[src/rtl/btn_dbnc_pkg.sv]
// Package for the button debouncer: register indexes, widths and shared types.
`default_nettype none

package btn_dbnc_pkg;

    // Field widths
    localparam int unsigned TIME_W  = 32;
    localparam int unsigned CFG_W   = 16;
    localparam int unsigned INDEX_W = 8;

    // Configuration register indexes
    localparam logic [INDEX_W-1:0] REG_DEBOUNCE   = 8'd0;
    localparam logic [INDEX_W-1:0] REG_LONG_PRESS = 8'd1;

    // Register reset values
    localparam logic [CFG_W-1:0] DEBOUNCE_RESET   = 16'd30;
    localparam logic [CFG_W-1:0] LONG_PRESS_RESET = 16'd800;

    // One button sample
    typedef struct packed {
        logic [TIME_W-1:0] now_ms;
        logic              raw_pressed;
        logic              arm_ignore;
    } t_sample;

    // One result word
    typedef struct packed {
        logic tap_event;
        logic long_press_event;
        logic stable_pressed;
    } t_result;

    // Timing settings handed to the evaluation core
    typedef struct packed {
        logic [CFG_W-1:0] debounce_ms;
        logic [CFG_W-1:0] long_press_ms;
    } t_timing;

endpackage

`default_nettype wire

[src/rtl/btn_dbnc_if.sv]
// Handshake interfaces: sample input, result output and configuration write.
`default_nettype none

interface btn_dbnc_in_if;
    import btn_dbnc_pkg::*;
    logic              valid;
    logic              ready;
    logic [TIME_W-1:0] now_ms;
    logic              raw_pressed;
    logic              arm_ignore;

    modport source (output valid, output now_ms, output raw_pressed, output arm_ignore,
                    input ready);
    modport sink   (input valid, input now_ms, input raw_pressed, input arm_ignore,
                    output ready);
endinterface

interface btn_dbnc_out_if;
    logic valid;
    logic ready;
    logic tap_event;
    logic long_press_event;
    logic stable_pressed;

    modport source (output valid, output tap_event, output long_press_event,
                    output stable_pressed, input ready);
    modport sink   (input valid, input tap_event, input long_press_event,
                    input stable_pressed, output ready);
endinterface

interface btn_dbnc_cfg_if;
    import btn_dbnc_pkg::*;
    logic               valid;
    logic               ready;
    logic [INDEX_W-1:0] index;
    logic [CFG_W-1:0]   wdata;

    modport source (output valid, output index, output wdata, input ready);
    modport sink   (input valid, input index, input wdata, output ready);
endinterface

`default_nettype wire

[src/rtl/button_debounce_tap_long_press.sv]
// Top level of the button debouncer with tap and long-press detection.
//
// Usage:
//   i_in  : one button sample per word (now_ms, raw_pressed, arm_ignore).
//   o_out : one result word per sample (tap_event, long_press_event,
//           stable_pressed), in sample order.
//   i_cfg : register writes, index 0 = debounce_ms, index 1 = long_press_ms;
//           always ready, write only while no sample is in flight.
// Path: the input register takes the sample, then the result register loads
//   the decision made from it.
// Throughput: one sample per cycle while o_out.ready stays high; the debounce
//   state is read and updated by the logic between the two registers.
// Stall: when o_out.ready is low the result register holds its word, the
//   input register fills behind it, and i_in.ready then drops; nothing is lost.
// Reset: i_rst_n low clears both registers' valid flags, the button state
//   (released, no ignore, all times zero) and loads the timings 30 ms and
//   800 ms.
`default_nettype none

module button_debounce_tap_long_press (
    input  wire              i_clk,
    input  wire              i_rst_n,
    btn_dbnc_in_if.sink      i_in,
    btn_dbnc_out_if.source   o_out,
    btn_dbnc_cfg_if.sink     i_cfg
);
    import btn_dbnc_pkg::*;

    // Configuration registers
    t_timing r_timing;

    assign i_cfg.ready = 1'b1;

    always_ff @(posedge i_clk) begin
        if (!i_rst_n) begin
            r_timing.debounce_ms   <= DEBOUNCE_RESET;
            r_timing.long_press_ms <= LONG_PRESS_RESET;
        end else if (i_cfg.valid) begin
            case (i_cfg.index)
                REG_DEBOUNCE:   r_timing.debounce_ms   <= i_cfg.wdata;
                REG_LONG_PRESS: r_timing.long_press_ms <= i_cfg.wdata;
                default: ;
            endcase
        end
    end

    // Handshake chain: result register, then input register
    logic    r_in_valid;
    t_sample r_sample;
    logic    r_out_valid;
    t_result r_result;
    t_result step_result;
    logic    out_free;
    logic    advance;
    logic    in_take;

    assign out_free   = !r_out_valid || o_out.ready;
    assign advance    = r_in_valid && out_free;
    assign i_in.ready = !r_in_valid || out_free;
    assign in_take    = i_in.valid && i_in.ready;

    // Input register
    always_ff @(posedge i_clk) begin
        if (!i_rst_n) begin
            r_in_valid <= 1'b0;
        end else if (i_in.ready) begin
            r_in_valid <= i_in.valid;
        end
    end

    always_ff @(posedge i_clk) begin
        if (in_take) begin
            r_sample.now_ms      <= i_in.now_ms;
            r_sample.raw_pressed <= i_in.raw_pressed;
            r_sample.arm_ignore  <= i_in.arm_ignore;
        end
    end

    // Decision logic and button state
    btn_dbnc_core u_core (
        .i_clk    (i_clk),
        .i_rst_n  (i_rst_n),
        .i_step   (advance),
        .i_sample (r_sample),
        .i_timing (r_timing),
        .o_result (step_result)
    );

    // Result register
    always_ff @(posedge i_clk) begin
        if (!i_rst_n) begin
            r_out_valid <= 1'b0;
        end else if (out_free) begin
            r_out_valid <= r_in_valid;
        end
    end

    always_ff @(posedge i_clk) begin
        if (advance) begin
            r_result <= step_result;
        end
    end

    assign o_out.valid            = r_out_valid;
    assign o_out.tap_event        = r_result.tap_event;
    assign o_out.long_press_event = r_result.long_press_event;
    assign o_out.stable_pressed   = r_result.stable_pressed;

    // Checks
    a_no_double_event: assert property (@(posedge i_clk) disable iff (!i_rst_n)
        r_out_valid |-> !(r_result.tap_event && r_result.long_press_event))
        else $error("tap and long press in one result");

    a_tap_released: assert property (@(posedge i_clk) disable iff (!i_rst_n)
        (r_out_valid && r_result.tap_event) |-> !r_result.stable_pressed)
        else $error("tap reported while still pressed");

    a_long_pressed: assert property (@(posedge i_clk) disable iff (!i_rst_n)
        (r_out_valid && r_result.long_press_event) |-> r_result.stable_pressed)
        else $error("long press reported while released");

    a_advance_fills: assert property (@(posedge i_clk) disable iff (!i_rst_n)
        advance |=> r_out_valid)
        else $error("evaluated sample lost before result register");

endmodule

`default_nettype wire

[src/rtl/btn_dbnc_core.sv]
// Debounce state and tap / long-press decision for one sample per cycle while i_step is high.
`default_nettype none

module btn_dbnc_core (
    input  wire                        i_clk,
    input  wire                        i_rst_n,
    input  wire                        i_step,
    input  wire btn_dbnc_pkg::t_sample i_sample,
    input  wire btn_dbnc_pkg::t_timing i_timing,
    output btn_dbnc_pkg::t_result      o_result
);
    import btn_dbnc_pkg::*;

    // Button state
    logic              r_last_raw;
    logic              r_debounced;
    logic              r_ignore;
    logic              r_long_fired;
    logic [TIME_W-1:0] r_change_time;
    logic [TIME_W-1:0] r_press_time;

    logic              n_last_raw;
    logic              n_debounced;
    logic              n_ignore;
    logic              n_long_fired;
    logic [TIME_W-1:0] n_change_time;
    logic [TIME_W-1:0] n_press_time;

    logic              raw_changed;
    logic              settled;
    logic              held_long;
    logic [TIME_W-1:0] since_change;
    logic [TIME_W-1:0] since_press;
    logic              ignore_now;
    logic              tap;
    logic              lng;

    // Elapsed times, both modulo 2^32
    assign since_change = i_sample.now_ms - r_change_time;
    assign since_press  = i_sample.now_ms - r_press_time;
    assign raw_changed  = i_sample.raw_pressed != r_last_raw;

    // A fresh edge has zero elapsed time; only a zero debounce lets it through
    assign settled = raw_changed ? (i_timing.debounce_ms == '0)
                                 : (since_change >= {{(TIME_W-CFG_W){1'b0}},
                                                     i_timing.debounce_ms});
    assign held_long = since_press >= {{(TIME_W-CFG_W){1'b0}}, i_timing.long_press_ms};
    assign ignore_now = r_ignore | i_sample.arm_ignore;

    // Next state and events
    always_comb begin
        n_last_raw    = i_sample.raw_pressed;
        n_change_time = raw_changed ? i_sample.now_ms : r_change_time;
        n_debounced   = r_debounced;
        n_ignore      = ignore_now;
        n_long_fired  = r_long_fired;
        n_press_time  = r_press_time;
        tap           = 1'b0;
        lng           = 1'b0;
        if (settled) begin
            if (i_sample.raw_pressed != r_debounced) begin
                n_debounced = i_sample.raw_pressed;
                if (ignore_now) begin
                    // swallowed press: its release only leaves ignore mode
                    if (!i_sample.raw_pressed) begin
                        n_ignore = 1'b0;
                    end
                end else if (i_sample.raw_pressed) begin
                    n_press_time = i_sample.now_ms;
                    n_long_fired = 1'b0;
                end else if (!r_long_fired) begin
                    tap = 1'b1;
                end
            end else if (!ignore_now && r_debounced && !r_long_fired && held_long) begin
                n_long_fired = 1'b1;
                lng          = 1'b1;
            end
        end
    end

    always_ff @(posedge i_clk) begin
        if (!i_rst_n) begin
            r_last_raw    <= 1'b0;
            r_debounced   <= 1'b0;
            r_ignore      <= 1'b0;
            r_long_fired  <= 1'b0;
            r_change_time <= '0;
            r_press_time  <= '0;
        end else if (i_step) begin
            r_last_raw    <= n_last_raw;
            r_debounced   <= n_debounced;
            r_ignore      <= n_ignore;
            r_long_fired  <= n_long_fired;
            r_change_time <= n_change_time;
            r_press_time  <= n_press_time;
        end
    end

    assign o_result.tap_event        = tap;
    assign o_result.long_press_event = lng;
    assign o_result.stable_pressed   = n_debounced;

endmodule

`default_nettype wire

[src/flat_wrapper.sv]
// flat-port wrapper written by rule: the top's interface ports become plain ports
module button_debounce_tap_long_press_flat import btn_dbnc_pkg::*;
  (i_clk, i_rst_n, i_in_valid, i_in_now_ms, i_in_raw_pressed, i_in_arm_ignore, i_in_ready, o_out_valid, o_out_tap_event, o_out_long_press_event, o_out_stable_pressed, o_out_ready, i_cfg_valid, i_cfg_index, i_cfg_wdata, i_cfg_ready);
  btn_dbnc_in_if i_in_i ();
  btn_dbnc_out_if o_out_i ();
  btn_dbnc_cfg_if i_cfg_i ();
  input  wire i_clk;
  input  wire i_rst_n;
  input wire logic [$bits(i_in_i.valid)-1:0] i_in_valid;
  input wire logic [$bits(i_in_i.now_ms)-1:0] i_in_now_ms;
  input wire logic [$bits(i_in_i.raw_pressed)-1:0] i_in_raw_pressed;
  input wire logic [$bits(i_in_i.arm_ignore)-1:0] i_in_arm_ignore;
  output wire logic [$bits(i_in_i.ready)-1:0] i_in_ready;
  output wire logic [$bits(o_out_i.valid)-1:0] o_out_valid;
  output wire logic [$bits(o_out_i.tap_event)-1:0] o_out_tap_event;
  output wire logic [$bits(o_out_i.long_press_event)-1:0] o_out_long_press_event;
  output wire logic [$bits(o_out_i.stable_pressed)-1:0] o_out_stable_pressed;
  input wire logic [$bits(o_out_i.ready)-1:0] o_out_ready;
  input wire logic [$bits(i_cfg_i.valid)-1:0] i_cfg_valid;
  input wire logic [$bits(i_cfg_i.index)-1:0] i_cfg_index;
  input wire logic [$bits(i_cfg_i.wdata)-1:0] i_cfg_wdata;
  output wire logic [$bits(i_cfg_i.ready)-1:0] i_cfg_ready;
  assign i_in_i.valid = i_in_valid;
  assign i_in_i.now_ms = i_in_now_ms;
  assign i_in_i.raw_pressed = i_in_raw_pressed;
  assign i_in_i.arm_ignore = i_in_arm_ignore;
  assign i_in_ready = i_in_i.ready;
  assign o_out_valid = o_out_i.valid;
  assign o_out_tap_event = o_out_i.tap_event;
  assign o_out_long_press_event = o_out_i.long_press_event;
  assign o_out_stable_pressed = o_out_i.stable_pressed;
  assign o_out_i.ready = o_out_ready;
  assign i_cfg_i.valid = i_cfg_valid;
  assign i_cfg_i.index = i_cfg_index;
  assign i_cfg_i.wdata = i_cfg_wdata;
  assign i_cfg_ready = i_cfg_i.ready;
  button_debounce_tap_long_press u_core (.i_clk(i_clk), .i_rst_n(i_rst_n), .i_in(i_in_i), .o_out(o_out_i), .i_cfg(i_cfg_i));
endmodule
[config.mk]
export PLATFORM = sky130hd
export DESIGN_NAME = button_debounce_tap_long_press_flat
export DESIGN_NICKNAME = d
export VERILOG_FILES = /design/src/rtl/btn_dbnc_pkg.sv /design/src/rtl/btn_dbnc_if.sv /design/src/rtl/button_debounce_tap_long_press.sv /design/src/rtl/btn_dbnc_core.sv /design/src/flat_wrapper.sv
export SDC_FILE = /design/constraint.sdc
export NUM_CORES = 1
export LEC_CHECK = 0
export CAP_MARGIN = 40
export CORE_ASPECT_RATIO = 1.75
export CORE_MARGIN = 1
export CORE_UTILIZATION = 55
export CTS_BUF_LIST = sky130_fd_sc_hd__clkbuf_4
export CTS_CLUSTER_DIAMETER = 40
export DETAILED_ROUTE_END_ITERATION = 10
export DONT_BUFFER_PORTS = 1
export PLACE_DENSITY = 0.68
export SLEW_MARGIN = 30
export SYNTH_ARGS = -nofsm -noshare
export SYNTH_HDL_FRONTEND = slang
export SYNTH_SLANG_ARGS = --single-unit
[constraint.sdc]
create_clock -name i_clk -period 13 [get_ports i_clk]
set_input_delay 0 -clock i_clk [delete_from_list [all_inputs] [get_ports i_clk]]
set_output_delay 0 -clock i_clk [all_outputs]
set_load 0.03 [all_outputs]
Word level (Yosys, flattened, before mapping)

Index checks and enable logic that the tools add are counted.
Widths: inputs -> output; s select.

Bits in registers: 139
Bits in latches: 0
RAM bits: 0
Bits in read-only memories: 0
Input port bits: 63
Output and inout bits: 6
Logic and storage cells: 63
Memories kept: 0

$add $sub $neg: 2
Multiply operators: 0
Div/mod/pow operators: 0
Order comparisons: 2
Eq/ne operators: 5
Shift operators: 0
Multiplexer cells: 13
Bitwise operators: 4
Reductions and logical operators: 21

Operator list:

| cell               | number |
|---|---|
| $ge 32x16->1       | 2 |
| $sub 32x32->32     | 2 |
| $logic_not 16->1   | 1 |
| $mux 1             | 13 |
| $reduce_and 5->1   | 2 |
| $eq 8x1->1 const B | 1 |
| $logic_not 8->1    | 1 |
| $reduce_and 2->1   | 3 |
| $logic_and 1x1->1  | 5 |
| $logic_not 1->1    | 4 |
| $reduce_or 4->1    | 1 |
| $not 1->1          | 3 |
| $logic_or 1x1->1   | 2 |
| $ne 1x1->1         | 2 |
| $ne 2x1->1 const B | 1 |
| $ne 2x2->1 const B | 1 |
| $reduce_bool 2->1  | 1 |
| $reduce_or 2->1    | 1 |
| $or 1x1->1         | 1 |

Longest topological paths before layout

Word-level depth: 7
Gate-level depth with buffers: 23
Gate-level depth less buffers: 21

Modules after synthesis

A second synthesis with hierarchy kept.

Cells, all modules: 1217
Area, all modules: 10020.9 um2

Modules (own cells, without submodules):

| module                         | instances | cells an instance | area each (um2) | sequential area each (um2) |
|---|---|---|---|---|
| btn_dbnc_core                  | 1         | 1031              | 7488.4          | 1361.3 |
| button_debounce_tap_long_press | 1         | 186               | 2532.4          | 1791.7 |

Worst setup path after synthesis

OpenSTA, ideal clock, no wires.

Path kind: reg2reg
Start: register u_core.r_sample[2] (netlist name)
End: register u_core.r_result (netlist bit u_core.o_out.long_press_event), data pin
Library setup time: 0.263 ns
Arrival time: 4.150 ns
Required time: 12.737 ns
Setup slack: 8.587 ns
Stages on the path, launching flop included: 21
Path buffers: 0
Period minus slack after synthesis: 4.413 ns
Path through: edfxtp_1 > inv_1 > ha_1 > fa_1 > nand2b_1 > a21oi_1 > nor2b_1 > o21ai_0 > a31oi_1 > o21ai_0 > a21oi_1 > xnor2_1 > ha_1 > a21o_1 > a2111oi_0 > o211ai_1 > a2111oi_0 > nand4_1 > or3_1 > nor4_1 > nor4_1

Cells in the longest elaborated chain, start to end: 5
Elaborated cells between the ends (all ways): 9
Those cells by class: add/sub: 2; order compare: 2; mux: 2; bitwise: 1; reduce/logical: 2

RTL lines:

| item                             | line                                  | text |
|---|---|---|
| start: declaration               | button_debounce_tap_long_press.sv:49  | `t_sample r_sample;` |
| $sub 32x32->32                   | btn_dbnc_core.sv:39                   | `assign since_change = i_sample.now_ms - r_change_time;` |
| $ge 32x16->1                     | btn_dbnc_core.sv:45                   | `: (since_change >= {{(TIME_W-CFG_W){1'b0}},` |
| $mux 1                           | btn_dbnc_core.sv:44                   | `assign settled = raw_changed ? (i_timing.debounce_ms == '0)` |
| $not 1->1 (no source line)       | --                                    |  |
| $reduce_or 2->1 (no source line) | --                                    |  |
| end signal: assignment           | button_debounce_tap_long_press.sv:100 | `r_result <= step_result;` |
| end: declaration                 | button_debounce_tap_long_press.sv:51  | `t_result r_result;` |

Several ways; a longest one is shown, not always the timed one.
A chain may end at the register's enable or synchronous reset.

Final worst setup path

Ends and elaborated chain as after synthesis.

==> flow_summary.yaml <==
critical_path:
  cp-start-kind: "register"
  cp-end-kind: "register"
  critPathArrivalTime_ns: 5.57
  cp.required_ns: 13.35
  critPathKind: "reg2reg"
  crit_fanout: 3
sta:
  finalSetupTns_ns: 0
  clock.fmax_ghz: 0.192
  min_period_ns: 5.22
  setup_viol: 0
  hold_ws_ns: 0.0383
  fin_crit_sh: 0.402
  tightestPinTransition_ns: 0.624
  slew_violations: 0
  slew-limit-headroom: 0.582
  rsz0062_at_grt: "no"
  report.final.hold_viol_count: 0
  clock_skew_ns: 0.0250
floorplanning:
  io-pin-count: 69
  die-area_sq_um: 18400
  rows: 64
  coreArea_sq_um: 17500
  die_w_um: 103
  floorplan.initialDensity: 0.561
  die_h_um: 179
clocking:
  numCtsBuffers: 17
  cts_setup_buffers: 0
  clk_pin_slew_ns: 0.14
  ctsHtreeMaxLevel: 4
  clock_latency_ns: 0.59
  clock-root-buffer: "clkbuf_4"
  cts_tree: "done"
  ctsLongestPathBuffers: 2
  cts.sinks: 139
layout:
  final_cell_mix: "nand2_1 (153), a21oi_1 (144), inv_1 (108), dfxtp_1 (102), ha_1 (94)"
  stdcell_count: 1500
  drive_above_1_share: 0.0481
  syn2layout_area_growth_pct: 10.5
  finalCoreUtilization: 0.620
  mostFrequentLayoutCell: "nand2_1"
  final_nets: 1414
detailed_routing:
  avgViaCountPerCell: 6.06
  drt_first_pass_iters: 6
  wl_per_cell_um: 19.6
  ant_nets: 0
  drt_iter0_markers: 475
  wl_um: 29400
  vias: 9092
  drc: 0
power:
  power_leakage_uw: 0.00399
  pwr_density_cell_nw_per_um2: 92.8
  vdd_drop_max_mv: 0.115
global_route:
  grt_pass1_vias: 8772
  grt_max_degree: 52
  antenna_found_initial: 1
  grt-ovfl-total: 0
  grt_use_total: 0.329
  grt_pass1_wl_um: 44800
logic_synthesis:
  synthAdderAreaFrac: 0.124
  yosys.area_share.xor_xnor: 0.0394
  async_reset_ff_frac: 0
  yosys_warnings: 0
  synthCells: 1213
  ys_seq_elements: 139
  synthMuxAreaShare: 0.0351
  synth_cell_type_count: 76
  syn_nets: 1372
  synth_top_family_by_area: "compound AO/OA/AOI/OAI gates"
  synth_compound_area_frac: 0.226
  ys.flop_type: "dfxtp_1"
  yosys.area_share.simple: 0.181
  syn_area_per_cell_sq_um: 8.07
  synth_edf_count: 37
  synth_area_sq_um: 9790
  seq_area_frac_synth: 0.322
placement:
  dp_cells: 1400
  dp_hpwl_um: 21900
  place.gp.congestion: 0.957
  port_buffers: 0
worst_hold_path:
  hp-class: "in2reg"
status:
  status: "finished, final reports clean"
job:
  cap_violations: 0
synth_stat cells (4+ instances only):
| library cell | n | area (sq um) |
|---|---|---|
| nand2_1 | 153 | 574 |
| a21oi_1 | 144 | 721 |
| inv_1 | 109 | 409 |
| dfxtp_1 | 102 | 2040 |
| ha_1 | 94 | 1180 |
| nor2_1 | 77 | 289 |
| o21ai_0 | 71 | 355 |
| nand3_1 | 56 | 280 |
| edfxtp_1 | 37 | 1110 |
| clkbuf_1 | 34 | 128 |
| mux2i_1 | 31 | 310 |
| a21o_1 | 24 | 180 |
| o211ai_1 | 24 | 180 |
| xnor2_1 | 23 | 201 |
| xor2_1 | 21 | 184 |
| nand2b_1 | 16 | 100 |
| nand4_1 | 14 | 87.6 |
| o21a_1 | 12 | 90.1 |
| nor3_1 | 11 | 55.1 |
| nor4_1 | 11 | 68.8 |
| a211oi_1 | 10 | 75.1 |
| nor2b_1 | 10 | 62.6 |
| a311oi_1 | 8 | 70.1 |
| a31oi_1 | 8 | 50.1 |
| a2111oi_0 | 7 | 61.3 |
| o21ai_1 | 7 | 35.0 |
| or4_1 | 6 | 45.0 |
| buf_4 | 5 | 37.5 |
| buf_6 | 5 | 56.3 |
| and2_1 | 4 | 25.0 |
| buf_2 | 4 | 20.0 |
| o2111ai_1 | 4 | 35.0 |
| o31ai_1 | 4 | 30.0 |
| or3_1 | 4 | 25.0 |
power by group:
part | leakage (uW) | switching [uW] | internal (uW)
combinational | 0.00266 | 148 | 100
sequential | 0.00119 | 16.5 | 458
clock | 0.000148 | 183 | 98.6
total | 0.00399 | 348 | 657
stage by stage:
step | setup slack (ns) | power, uW | area (sq um)
after floorplan | 8.59 | 655 | 9790
after global placement | 7.96 | 708 | 9850
after detailed placement | 7.86 | 710 | 9880
after CTS | 7.84 | 1000 | 10800
after global routing | 7.29 | 1050 | 10800
final | 7.78 | 1000 | 10800
routing by layer:
layer | GRT usage | vias up | wire [um]
met5 | 0 | - | 0
li1 | - | 4427 | -
met2 | 0.613 | 294 | 15600
met1 | 0.323 | 4276 | 10500
met3 | 0.0462 | 95 | 1170
met4 | 0.229 | 0 | 2140
critical path: stages (launching register included):
cell and delay, ns:
edfxtp_1 0.40, inv_1 0.07, ha_1 0.21, fa_1 0.40
nand2b_1 0.18, a21oi_1 0.32, nor2b_1 0.13, o21ai_0 0.29
a31oi_1 0.16, o21ai_0 0.19, a21oi_1 0.11, xnor2_1 0.15
ha_1 0.29, a21o_1 0.15, a2111oi_0 0.40, o211ai_1 0.14
a2111oi_0 0.46, nand4_1 0.15, or3_1 0.37, nor4_1 0.30
nor4_1 0.09
timing repair:
item,4_1_cts,5_1_grt
endpoints found under the hold margin,118,1
endpoints found under the setup margin,0,0
hold buffers,65,1
gates resized for setup,0,0
sequential cells by signal (all words and copies together) (netlist names):
signal	flops
u_core.u_core.r_debounced	1
u_core.r_timing	32
u_core.r_sample	34
u_core.u_core.r_change_time	32
u_core.u_core.r_last_raw	1
u_core.o_out.valid	1
u_core.u_core.r_long_fired	1
u_core.r_in_valid	1
u_core.o_out.long_press_event	1
u_core.u_core.r_ignore	1
u_core.o_out.stable_pressed	1
u_core.u_core.r_press_time	32
u_core.o_out.tap_event	1
cells by family after synthesis:
logic type,Yosys count
adder cells (fa/ha/maj),96
other,1
flip-flops,139
buffers and inverters,162
XOR/XNOR,44
AO/OA/AOI/OAI,356
AND/OR/NAND/NOR,381
multiplexers,34
final timing paths:
path | start | end | slack (ns) | depth (start not counted)
max | u_core.r_sample[2] | u_core.o_out.long_press_event | 7.78 | 20
min | i_in_now_ms[16] | u_core.r_sample[18] | 0.04 | 1
max reg2reg | u_core.r_sample[2] | u_core.o_out.long_press_event | 7.78 | 20
min reg2reg | u_core.u_core.r_change_time[8] | u_core.u_core.r_change_time[8] | 0.46 | 2
cell type report:
type,count,area [sq um]
clock inverters,15,140
fillers,1606,6640
diodes,1,2.50
well taps,231,289
clock buffers,17,128
inverters,109,409
multi-input cells,912,5950
flip-flops and latches,139,3150
repair buffers,76,748
Note: power is estimated with default switching activity, not from simulation.
